`config.mk`:
```
export PLATFORM = sky130hd
export DESIGN_NAME = nms_cell
export DESIGN_NICKNAME = d
export VERILOG_FILES = /design/src/design/nms_pkg.sv /design/src/design/nms_cell.sv
export SDC_FILE = /design/constraint.sdc
export NUM_CORES = 1
export LEC_CHECK = 0
export ABC_CLOCK_PERIOD_IN_PS = 1100
export BUFFER_PORTS_ARGS = -buffer_cell sky130_fd_sc_hd__buf_4
export CAP_MARGIN = 5
export CELL_PAD_IN_SITES_DETAIL_PLACEMENT = 1
export CELL_PAD_IN_SITES_GLOBAL_PLACEMENT = 1
export CORE_MARGIN = 10
export CORE_UTILIZATION = 30
export DETAILED_ROUTE_END_ITERATION = 10
export GPL_TIMING_DRIVEN = 0
export MAX_ROUTING_LAYER = met4
export PLACE_DENSITY_LB_ADDON = 0.08
export SKIP_LAST_GASP = 1
export SLEW_MARGIN = 20
export SYNTH_ARGS = -nofsm -noshare
export SYNTH_HDL_FRONTEND = slang
export SYNTH_SLANG_ARGS = --single-unit
export TNS_END_PERCENT = 5
```
`constraint.sdc`:
```
create_clock -name clk -period 1.1 [get_ports clk]
set_input_delay 0.055 -clock clk [delete_from_list [all_inputs] [get_ports clk]]
set_output_delay 0.055 -clock clk [all_outputs]
set_load 0.01 [all_outputs]
```
`src/design/nms_pkg.sv`:
```
// ----------------------------------------------------------------------------
// nms_pkg: shared types and constants for box non-maximum suppression
// box entry layout, ring sizing and fixed-point helpers
// ----------------------------------------------------------------------------
package nms_pkg;

  localparam int MAX_BOXES  = 64;
  localparam int IDX_W      = $clog2(MAX_BOXES);
  localparam int CNT_W      = $clog2(MAX_BOXES + 1);
  localparam int PIPE_DEPTH = 5;
  localparam int RING_LEN   = MAX_BOXES + PIPE_DEPTH;
  localparam int RND_W      = $clog2(RING_LEN);

  localparam int COORD_W = 13;
  localparam int SCORE_W = 16;
  localparam int SPAN_W  = 14;
  localparam int AREA_W  = 2 * SPAN_W;
  localparam int THR_W   = 16;
  localparam int PROD_W  = THR_W + AREA_W;

  localparam logic [1:0]         CFG_THRESHOLD = 2'd0;
  localparam logic [1:0]         CFG_MODE      = 2'd1;
  localparam logic [THR_W-1:0]   THR_RESET     = 16'd32768;

  typedef enum logic [1:0] {
    ST_LOAD,
    ST_SCAN,
    ST_DECIDE
  } nms_state_t;

  typedef struct packed {
    logic signed [COORD_W-1:0] left;
    logic signed [COORD_W-1:0] top;
    logic signed [COORD_W-1:0] right;
    logic signed [COORD_W-1:0] bottom;
    logic [SCORE_W-1:0]        score;
    logic [IDX_W-1:0]          idx;
    logic                      valid;
    logic                      supp;
  } box_entry_t;

  // inclusive pixel span, zero when the box is empty
  function automatic logic [SPAN_W-1:0] span(input logic signed [COORD_W-1:0] lo,
                                             input logic signed [COORD_W-1:0] hi);
    logic signed [COORD_W+1:0] s;
    s = {{2{hi[COORD_W-1]}}, hi} - {{2{lo[COORD_W-1]}}, lo} + (COORD_W+2)'(1);
    span = (s <= 0) ? '0 : s[SPAN_W-1:0];
  endfunction

endpackage

```
`src/design/nms_cell.sv`:
```
// ----------------------------------------------------------------------------
// nms_cell: one slot of the box ring
// holds one box entry and takes its neighbor's entry on every shift
// ----------------------------------------------------------------------------
module nms_cell
  import nms_pkg::*;
(
  input  logic       clk,
  input  logic       rst_n,
  input  logic       shift_en,
  input  logic       clr,
  input  box_entry_t d,
  output box_entry_t q
);

  box_entry_t ent_r;

  always_ff @(posedge clk) begin
    if (!rst_n || clr) begin
      ent_r.valid <= 1'b0;
      ent_r.supp  <= 1'b0;
    end else if (shift_en) begin
      ent_r.valid <= d.valid;
      ent_r.supp  <= d.supp;
    end
    if (shift_en) begin
      ent_r.left   <= d.left;
      ent_r.top    <= d.top;
      ent_r.right  <= d.right;
      ent_r.bottom <= d.bottom;
      ent_r.score  <= d.score;
      ent_r.idx    <= d.idx;
    end
  end

  assign q = ent_r;

endmodule

```
==> qor.yml <==
status: "complete, no violations"
routedWlPerCell_um: 17.97
io_buffer_count: 155
syn_avg_cell_area_um2: 28.35
drt_iter0_markers: 44
crit_path_end: "q[0]"
hold_class: "input pin to flip-flop"
globalRouteOverflowTotal: 0
period_needed_ps: 966.4
ioPinCount: 156
r2r-start: "q[0]"
crit_required_ps: 1320
pwr-share-clk_pct: 33.0
fillers: 700
area_growth_pct: 98.53
cp_max_fo: 76
die-area_mm2: 0.01155
layout.nets: 404
wirelength_mm: 7.673
p_int_mw: 5.281
num_rows: 31
synth_cell_types: 5
hold_viol_final: 0
initial_core_util_pct: 31.32
cts_tree: "done"
netSwitchingPower_mw: 1.383
path_class: "input pin to flip-flop"
r2r_cells: 2
timing.final.crit_share_pct: 87.85
drv_cap: 0
final_cell_mix: "buf_4, dlygate4sd3_1, edfxtp_1"
core_area_mm2: 0.007331
drc: 0
timing.final.ws_setup_ps: 133.6
ir_drop_mv: 0.8426
cp.arrival_ps: 1190
reg2reg_slack_ps: 410
grt_pass1_vias: 1988
tightest_slew_ps: 967.8
grt_pass1_wl_mm: 11.34
setup_viol: 0
pre_cts_ws_ps: -172.6
endpoint_kind: "flip-flop"
dr.pass1.iters: 3
max_freq_ghz: 1.035
reg2reg_to: "q[0]"
grt_antenna_before_repair: 0
drive_gt1_share_pct: 51.22
path_clk_slew_ps: 70
cts.path.max_buffers: 2
avgViaCountPerCell: 4.040
p_per_area_mw_per_mm2: 1462
layout_commonest_cell: "buf_4"
synth_seq_area_share_pct: 98.53
ys_seq_elements: 76
fin_tns_setup_ps: 0
ant_nets: 0
rsz0062_at_grt: "false"
largest_reg_flops: 76
leakage_nw: 1.925
synthCells: 81
cts_resized: 0
clock-root-buffer: "clkbuf_8"
gp_congestion: 0.6659
p_comb_share_pct: 14.7
syn-cell-area_mm2: 0.002296
cts_max_level: 3
cts_setup_buffers: 0
maxSlewViolCount: 0
grt_use_total_pct: 13.56
syn_nets: 161
routed-via-count: 1725
die_h_um: 107.5
seqPwrFrac_pct: 52.3
grt_max_degree: 77
skew_ps: 0
numCtsBuffers: 9
startpoint: "shift_en"
diodes: 0
die_w_um: 107.5
numClockSinks: 76
start_kind: "input pin"
yosysWarnings: 0
relSlewSlack_pct: 35.48
switching_share_pct: 20.76
clock_latency_ps: 330
[critical path: stages]
cell     delay, ps
buf_4          700
mux2i_1        320
nor2_1          70
[layer usage]
layer	vias to the layer above	global-route usage, %	share of wire, %
met1	821	13.20	35
met4	0	5.916	1.6
met2	84	23.72	55
li1	810	-	-
met5	-	-	0
met3	10	4.910	7.8
[per-stage QoR]
step	utilization, %	instance area (um^2)	hold slack (ps)	power [mW]	std cells
finish	62.18	4558	37.78	6.664	427
global route	62.18	4558	20.08	6.949	427
CTS	62.18	4558	6.517	6.756	427
detailed placement	48.88	3583	234.3	4.309	335
global placement	48.88	3583	233.0	4.289	335
floorplan	-	2296	153.9	3.680	81
[how the worst min path moves through the flow]
stage	slack (ps)	end	cells after the start	startpoint
global placement	230	q[37]	1	d[37]
floorplan	150	q[10]	0	d[10]
global route	20	q[1]	3	clr
CTS	7	q[1]	3	clr
detailed placement	230	q[19]	1	d[19]
finish	40	q[1]	3	clr
[cells by family after synthesis]
| family | after synthesis | share of synthesized area [%] |
|---|---|---|
| flip-flops | 76 | 98.53 |
| multiplexers | 2 | 0.8720 |
| AND/OR/NAND/NOR | 3 | 0.5998 |
[timing repair]
action / 4_1_cts / 5_1_grt
hold buffers: 77 / 0
hold endpoints to repair: 76 / 0
endpoints found under the setup margin: 0 / 0
[power by group through the flow]
| stage | combinational, mW | clock [mW] | sequential [mW] |
|---|---|---|---|
| detailed placement | 0.759 | 0 | 3.55 |
| global placement | 0.748 | 0 | 3.54 |
| floorplan | 0.00673 | 0 | 3.67 |
| CTS | 0.989 | 2.28 | 3.49 |
| global route | 1.05 | 2.39 | 3.51 |
| finish | 0.979 | 2.20 | 3.49 |
[cells in the mapped netlist, drive strengths merged]
master	n	share of area, %
mux2i	2	0.87
edfxtp	74	97
nor2	2	0.33
dfxtp	2	1.7
nand2b	1	0.27
[layout make-up]
type	instances	area, um^2	area share [%]
clock buffers	9	123.9	2.718
clock inverters	6	80.08	1.757
multi-input cells	5	33.78	0.7411
flip-flops and latches	76	2262	49.63
well taps	99	123.9	2.718
repair buffers	232	1934	42.44
Power figures use the tool's default switching activity.
