<file path="src/design/nms_pkg.sv">
// ----------------------------------------------------------------------------
// nms_pkg: shared types and constants for box non-maximum suppression
// box entry layout, ring sizing and fixed-point helpers
// ----------------------------------------------------------------------------
package nms_pkg;

  localparam int MAX_BOXES  = 64;
  localparam int IDX_W      = $clog2(MAX_BOXES);
  localparam int CNT_W      = $clog2(MAX_BOXES + 1);
  localparam int PIPE_DEPTH = 5;
  localparam int RING_LEN   = MAX_BOXES + PIPE_DEPTH;
  localparam int RND_W      = $clog2(RING_LEN);

  localparam int COORD_W = 13;
  localparam int SCORE_W = 16;
  localparam int SPAN_W  = 14;
  localparam int AREA_W  = 2 * SPAN_W;
  localparam int THR_W   = 16;
  localparam int PROD_W  = THR_W + AREA_W;

  localparam logic [1:0]         CFG_THRESHOLD = 2'd0;
  localparam logic [1:0]         CFG_MODE      = 2'd1;
  localparam logic [THR_W-1:0]   THR_RESET     = 16'd32768;

  typedef enum logic [1:0] {
    ST_LOAD,
    ST_SCAN,
    ST_DECIDE
  } nms_state_t;

  typedef struct packed {
    logic signed [COORD_W-1:0] left;
    logic signed [COORD_W-1:0] top;
    logic signed [COORD_W-1:0] right;
    logic signed [COORD_W-1:0] bottom;
    logic [SCORE_W-1:0]        score;
    logic [IDX_W-1:0]          idx;
    logic                      valid;
    logic                      supp;
  } box_entry_t;

  // inclusive pixel span, zero when the box is empty
  function automatic logic [SPAN_W-1:0] span(input logic signed [COORD_W-1:0] lo,
                                             input logic signed [COORD_W-1:0] hi);
    logic signed [COORD_W+1:0] s;
    s = {{2{hi[COORD_W-1]}}, hi} - {{2{lo[COORD_W-1]}}, lo} + (COORD_W+2)'(1);
    span = (s <= 0) ? '0 : s[SPAN_W-1:0];
  endfunction

endpackage

</file>
<file path="src/design/nms_overlap.sv">
// ----------------------------------------------------------------------------
// nms_overlap: pipelined overlap test against the selected box
// five ring slots; marks an entry suppressed when its overlap reaches threshold
// ----------------------------------------------------------------------------
module nms_overlap
  import nms_pkg::*;
(
  input  logic             clk,
  input  logic             rst_n,
  input  logic             adv,
  input  logic             cmp_en,
  input  box_entry_t       sel,
  input  logic [THR_W-1:0] thr,
  input  logic             mode,
  input  box_entry_t       d,
  output box_entry_t       q
);

  box_entry_t e1_r, e2_r, e3_r, e4_r, e5_r;
  box_entry_t e5_nxt;
  logic hit1_r, hit2_r, hit3_r, hit4_r;
  logic self1_r, self2_r, self3_r, self4_r;

  logic [SPAN_W-1:0] wi_r, hi_r, wa_r, ha_r, wb_r, hb_r;
  logic [AREA_W-1:0] inter2_r, aa2_r, ab2_r;
  logic [AREA_W-1:0] inter3_r, den3_r;
  logic              dz3_r, dz4_r;
  logic [PROD_W-1:0] lhs4_r, prod4_r;

  logic signed [COORD_W-1:0] il, it, ir, ib;
  logic [AREA_W:0]           uni;
  logic [AREA_W-1:0]         den;

  always_comb begin
    il  = (d.left   > sel.left)   ? d.left   : sel.left;
    it  = (d.top    > sel.top)    ? d.top    : sel.top;
    ir  = (d.right  < sel.right)  ? d.right  : sel.right;
    ib  = (d.bottom < sel.bottom) ? d.bottom : sel.bottom;
    uni = {1'b0, aa2_r} + {1'b0, ab2_r} - {1'b0, inter2_r};
    if (mode) begin
      den = (aa2_r < ab2_r) ? aa2_r : ab2_r;
    end else begin
      den = uni[AREA_W-1:0];
    end
  end

  // stage 5 entry with the suppress decision folded in
  always_comb begin
    e5_nxt      = e4_r;
    e5_nxt.supp = e4_r.supp ||
                  (hit4_r && (self4_r || (!dz4_r && lhs4_r >= prod4_r)));
  end

  always_ff @(posedge clk) begin
    if (!rst_n) begin
      e1_r.valid <= 1'b0;
      e2_r.valid <= 1'b0;
      e3_r.valid <= 1'b0;
      e4_r.valid <= 1'b0;
      e5_r.valid <= 1'b0;
    end else if (adv) begin
      // stage 1: intersection edges and spans
      e1_r    <= d;
      hit1_r  <= d.valid && !d.supp && cmp_en;
      self1_r <= d.idx == sel.idx;
      wi_r    <= span(il, ir);
      hi_r    <= span(it, ib);
      wa_r    <= span(d.left, d.right);
      ha_r    <= span(d.top, d.bottom);
      wb_r    <= span(sel.left, sel.right);
      hb_r    <= span(sel.top, sel.bottom);
      // stage 2: areas
      e2_r     <= e1_r;
      hit2_r   <= hit1_r;
      self2_r  <= self1_r;
      inter2_r <= wi_r * hi_r;
      aa2_r    <= wa_r * ha_r;
      ab2_r    <= wb_r * hb_r;
      // stage 3: denominator
      e3_r     <= e2_r;
      hit3_r   <= hit2_r;
      self3_r  <= self2_r;
      inter3_r <= inter2_r;
      den3_r   <= den;
      dz3_r    <= den == '0;
      // stage 4: cross-multiplied threshold
      e4_r    <= e3_r;
      hit4_r  <= hit3_r;
      self4_r <= self3_r;
      dz4_r   <= dz3_r;
      lhs4_r  <= {inter3_r, 16'd0};
      prod4_r <= thr * den3_r;
      // stage 5: suppress decision
      e5_r <= e5_nxt;
    end
  end

  assign q = e5_r;

endmodule

</file>
<file path="config.mk">
export PLATFORM = sky130hd
export DESIGN_NAME = nms_overlap
export DESIGN_NICKNAME = d
export VERILOG_FILES = /design/src/design/nms_pkg.sv /design/src/design/nms_overlap.sv
export SDC_FILE = /design/constraint.sdc
export NUM_CORES = 2
export LEC_CHECK = 0
export ABC_CLOCK_PERIOD_IN_PS = 28000
export BUFFER_PORTS_ARGS = -buffer_cell sky130_fd_sc_hd__buf_2
export CORE_MARGIN = 4
export CORE_UTILIZATION = 50
export DETAILED_ROUTE_END_ITERATION = 8
export GPL_TIMING_DRIVEN = 0
export PLACE_DENSITY = 0.76
export SLEW_MARGIN = 20
export SYNTH_ARGS = -nofsm -noshare
export SYNTH_HDL_FRONTEND = slang
export SYNTH_SLANG_ARGS = --single-unit
</file>
<file path="constraint.sdc">
create_clock -name clk -period 28 [get_ports clk]
set_input_delay 5.6 -clock clk [delete_from_list [all_inputs] [get_ports clk]]
set_output_delay 5.6 -clock clk [all_outputs]
set_load 0.01 [all_outputs]
</file>
==> summary.md <==
| Metric | Value |
|---|---|
| Status | `completed` |
| Total grt overflow | `0` |
| Clk_lat worst skew | `660 ps` |
| Cells after Synth | `6080` |
| Non-Filler Instances | `8175` |
| Via density | `5.38` |
| Top post-synthesis cells by area | `edfxtp_1, fa_1, ha_1, inv_1, and2_1` |
| Worst R2R Path Depth | `23` |
| HP Start | `e3_r[61]` |
| Reg clk slew, reported paths | `60 ps` |
| Max Slew Vio Count | `0` |
| Largest net degree at the start of global routing | `64` |
| Hold Violations, Final | `0` |
| Initial core utilization | `0.503` |
| MaxCap Viol Count | `0` |
| Global-route wire length before repair | `262000 um` |
| Post-layout minimum cycle time | `13250 ps` |
| Hold Path Class | `flop to flop` |
| Die Wd | `369 um` |
| Layout Skew | `30.9 ps` |
| # hold bufs at CTS | `0` |
| Worst setup EP type | `flop` |
| CTS-repair resized insts | `0` |
| Crit-path cells | `clkbuf_1, clkbuf_1, nand2_1, fa_1, fa_1, fa_1, inv_1, fa_1, fa_1, inv_1, fa_1, inv_1, ha_1, and4_1, nand4_1, a211oi_1, nor2_1, a211oi_1, a221o_1, a21oi_1, o31ai_1, a21o_1, a21oi_1, xnor2_1` |
| Clock root buffer | `clkbuf_16` |
| CTS Buffer Depth | `3` |
| Layout area overhead | `8.87%` |
| Hold depth | `0` |
| Max Clk Rate | `0.0754 GHz` |
| Asr flop ratio synth | `0` |
| Worst Hold Endpoint | `e4_r[61]` |
| Layout Nets | `8050` |
| Worst Path Arrival | `13640 ps` |
| Yosys top cell area share | `0.314` |
| Layout cells sized above 1 | `0.0611` |
| Worst stage delay on the critical path | `770 ps` |
| CP startpoint kind | `primary input` |
| Placed cell count | `8048` |
| Worst-path maximum fanout | `10` |
| Post-Syn Area | `65100 sq um` |
| CP max-delay cell | `clkbuf_1` |
| Library cells used by synthesis | `91` |
| HPWL after DPL | `134000 um` |
| CTS buffer count | `70` |
| Core area | `129000 sq um` |
| IO Port Bufs | `213` |
| Post-CTS Setup Repair Bufs | `0` |
| TNS Setup | `0 ps` |
| Io pins | `249` |
| Required time of the critical path | `28390 ps` |
| FF-to-FF End | `prod4_r[37]` |
| Max_slew headroom | `0.325` |
| Syn Nets | `7752` |
| Yosys reg bits | `686` |
| Row cnt | `132` |
| Die footprint | `136000 sq um` |
| Count leader, synth | `inv_1` |
| Tcrit/Tclk final | `0.473` |
| Worst reg2reg setup slack | `19890 ps` |
| Worst Tran Pin Value | `1010 ps` |
| Syn avg cell area | `10.7 sq um` |
| Initial DRC count | `3196` |
| Post-synth EDFFs | `681` |
| Crit path max-delay family | `adder cells` |
| CTS tree | `yes` |
| Crit path kind | `primary input to flop` |
| WP buf/inv | `5` |
| Antenna violations before repair | `10` |
| Vias in the first global route | `46700` |
| Most frequent CP cell | `fa_1` |
| CTS H-tree lvls | `3` |
| Main synth FF type | `edfxtp_1` |
| Commonest cells in the netlist | `inv_1, fa_1, nand2_1` |
| Post-synth top area cell | `edfxtp_1` |
| Post-Route WL | `165000 um` |
| Warnings from Yosys | `0` |
| Critical R2R Launch | `den3_r[11]` |
| # DRC | `0` |
| Routed Antenna Nets | `0` |
| Wire per inst | `20.2 um` |
| Via count of the routed design | `44000` |
| All-Layer GR Usage | `0.249` |
| Die Ht | `369 um` |
| RSZ-0062 raised after global routing | `false` |
| Drt first pass iters | `5` |
| Clock sink total | `686` |
| Post-synthesis sequential area ratio | `0.316` |
| Final setup viols | `0` |
| Final GP Congestion | `0.971` |
-- routing by layer --
metal / track usage / vias up / wire [um]
met4: 0.107 / 12 / 7680
met1: 0.321 / 21800 / 67400
met5: 0 / - / 78
li1: - / 20300 / -
met3: 0.0389 / 348 / 11100
met2: 0.417 / 1526 / 79100
-- area by class of cell --
type | instances | area, sq um
sequential | 686 | 20500
clock inverter | 47 | 377
fill | 11200 | 58600
clock buffer | 77 | 1800
timing repair buffer | 226 | 1400
buffer | 200 | 758
tap | 1742 | 2180
multi-input combinational | 4084 | 39700
antenna | 3 | 7.51
inverter | 1110 | 4170
-- per-stage QoR --
step | utilization | hold slack, ps | setup slack (ps) | cell area [sq um]
4_1_cts | 0.547 | 409 | 14880 | 70900
5_1_grt | 0.547 | 405 | 14530 | 70900
3_3_place_gp | 0.528 | 400 | 477 | 68400
3_5_place_dp | 0.531 | 405 | 14240 | 68700
2_1_floorplan | - | 400 | 5660 | 65100
6_report | 0.547 | 409 | 14750 | 70900
-- cells in the final DEF, fill, tap and decap left out, types with 14 or more instances in the layout --
| master | Yosys | layout |
|---|---|---|
| a211oi_1 | 37 | 37 |
| a21o_1 | 94 | 94 |
| a21oi_1 | 218 | 218 |
| a221o_1 | 15 | 15 |
| and2_1 | 435 | 434 |
| and3_1 | 15 | 15 |
| buf_2 | 3 | 216 |
| clkbuf_1 | 185 | 191 |
| clkbuf_16 | 0 | 71 |
| edfxtp_1 | 681 | 681 |
| fa_1 | 818 | 818 |
| ha_1 | 681 | 681 |
| inv_1 | 1109 | 1109 |
| mux2i_1 | 36 | 36 |
| nand2_1 | 720 | 720 |
| nand2b_1 | 36 | 36 |
| nand3_1 | 46 | 46 |
| nand4_1 | 23 | 23 |
| nor2_1 | 205 | 205 |
| nor2b_1 | 52 | 52 |
| nor3_1 | 51 | 51 |
| nor3b_1 | 14 | 14 |
| o21a_1 | 25 | 25 |
| o21ai_0 | 131 | 131 |
| o21bai_1 | 29 | 29 |
| xnor2_1 | 132 | 132 |
| xor2_1 | 55 | 55 |
-- cell families (layout without fill, tap and decap cells) --
logic type               Yosys count  in the layout  share of synthesized area
AND/OR/NAND/NOR                 1656           1656                      0.123
adder cells (fa/ha/maj)         1499           1499                      0.382
buffers and inverters           1310           1660                     0.0756
AO/OA/AOI/OAI                    692            692                     0.0705
flip-flops                       686            686                      0.316
XOR/XNOR                         187            187                     0.0252
multiplexers                      50             50                    0.00795
other                              0              3                          0
-- how the worst max path moves through the flow --
stage               cells past startpoint           to  slack [ps]    from
finish                                 24  prod4_r[37]       14750  thr[1]
global route                           24  prod4_r[42]       14530  thr[3]
CTS                                    24  prod4_r[37]       14880  thr[1]
detailed placement                     24  prod4_r[37]       14240  thr[1]
global placement                        2        q[12]         480     adv
floorplan                               2     aa2_r[0]        5660     adv
-- sequential cells by signal (all words and copies together) (netlist names), 44 cells and up --
signal / flops
e3_r: 76
e1_r: 76
e2_r: 76
prod4_r: 44
e4_r: 76
q: 76
Power is not shown: default switching activity piles up to over one toggle a cycle in this logic, so the estimate is an artifact.
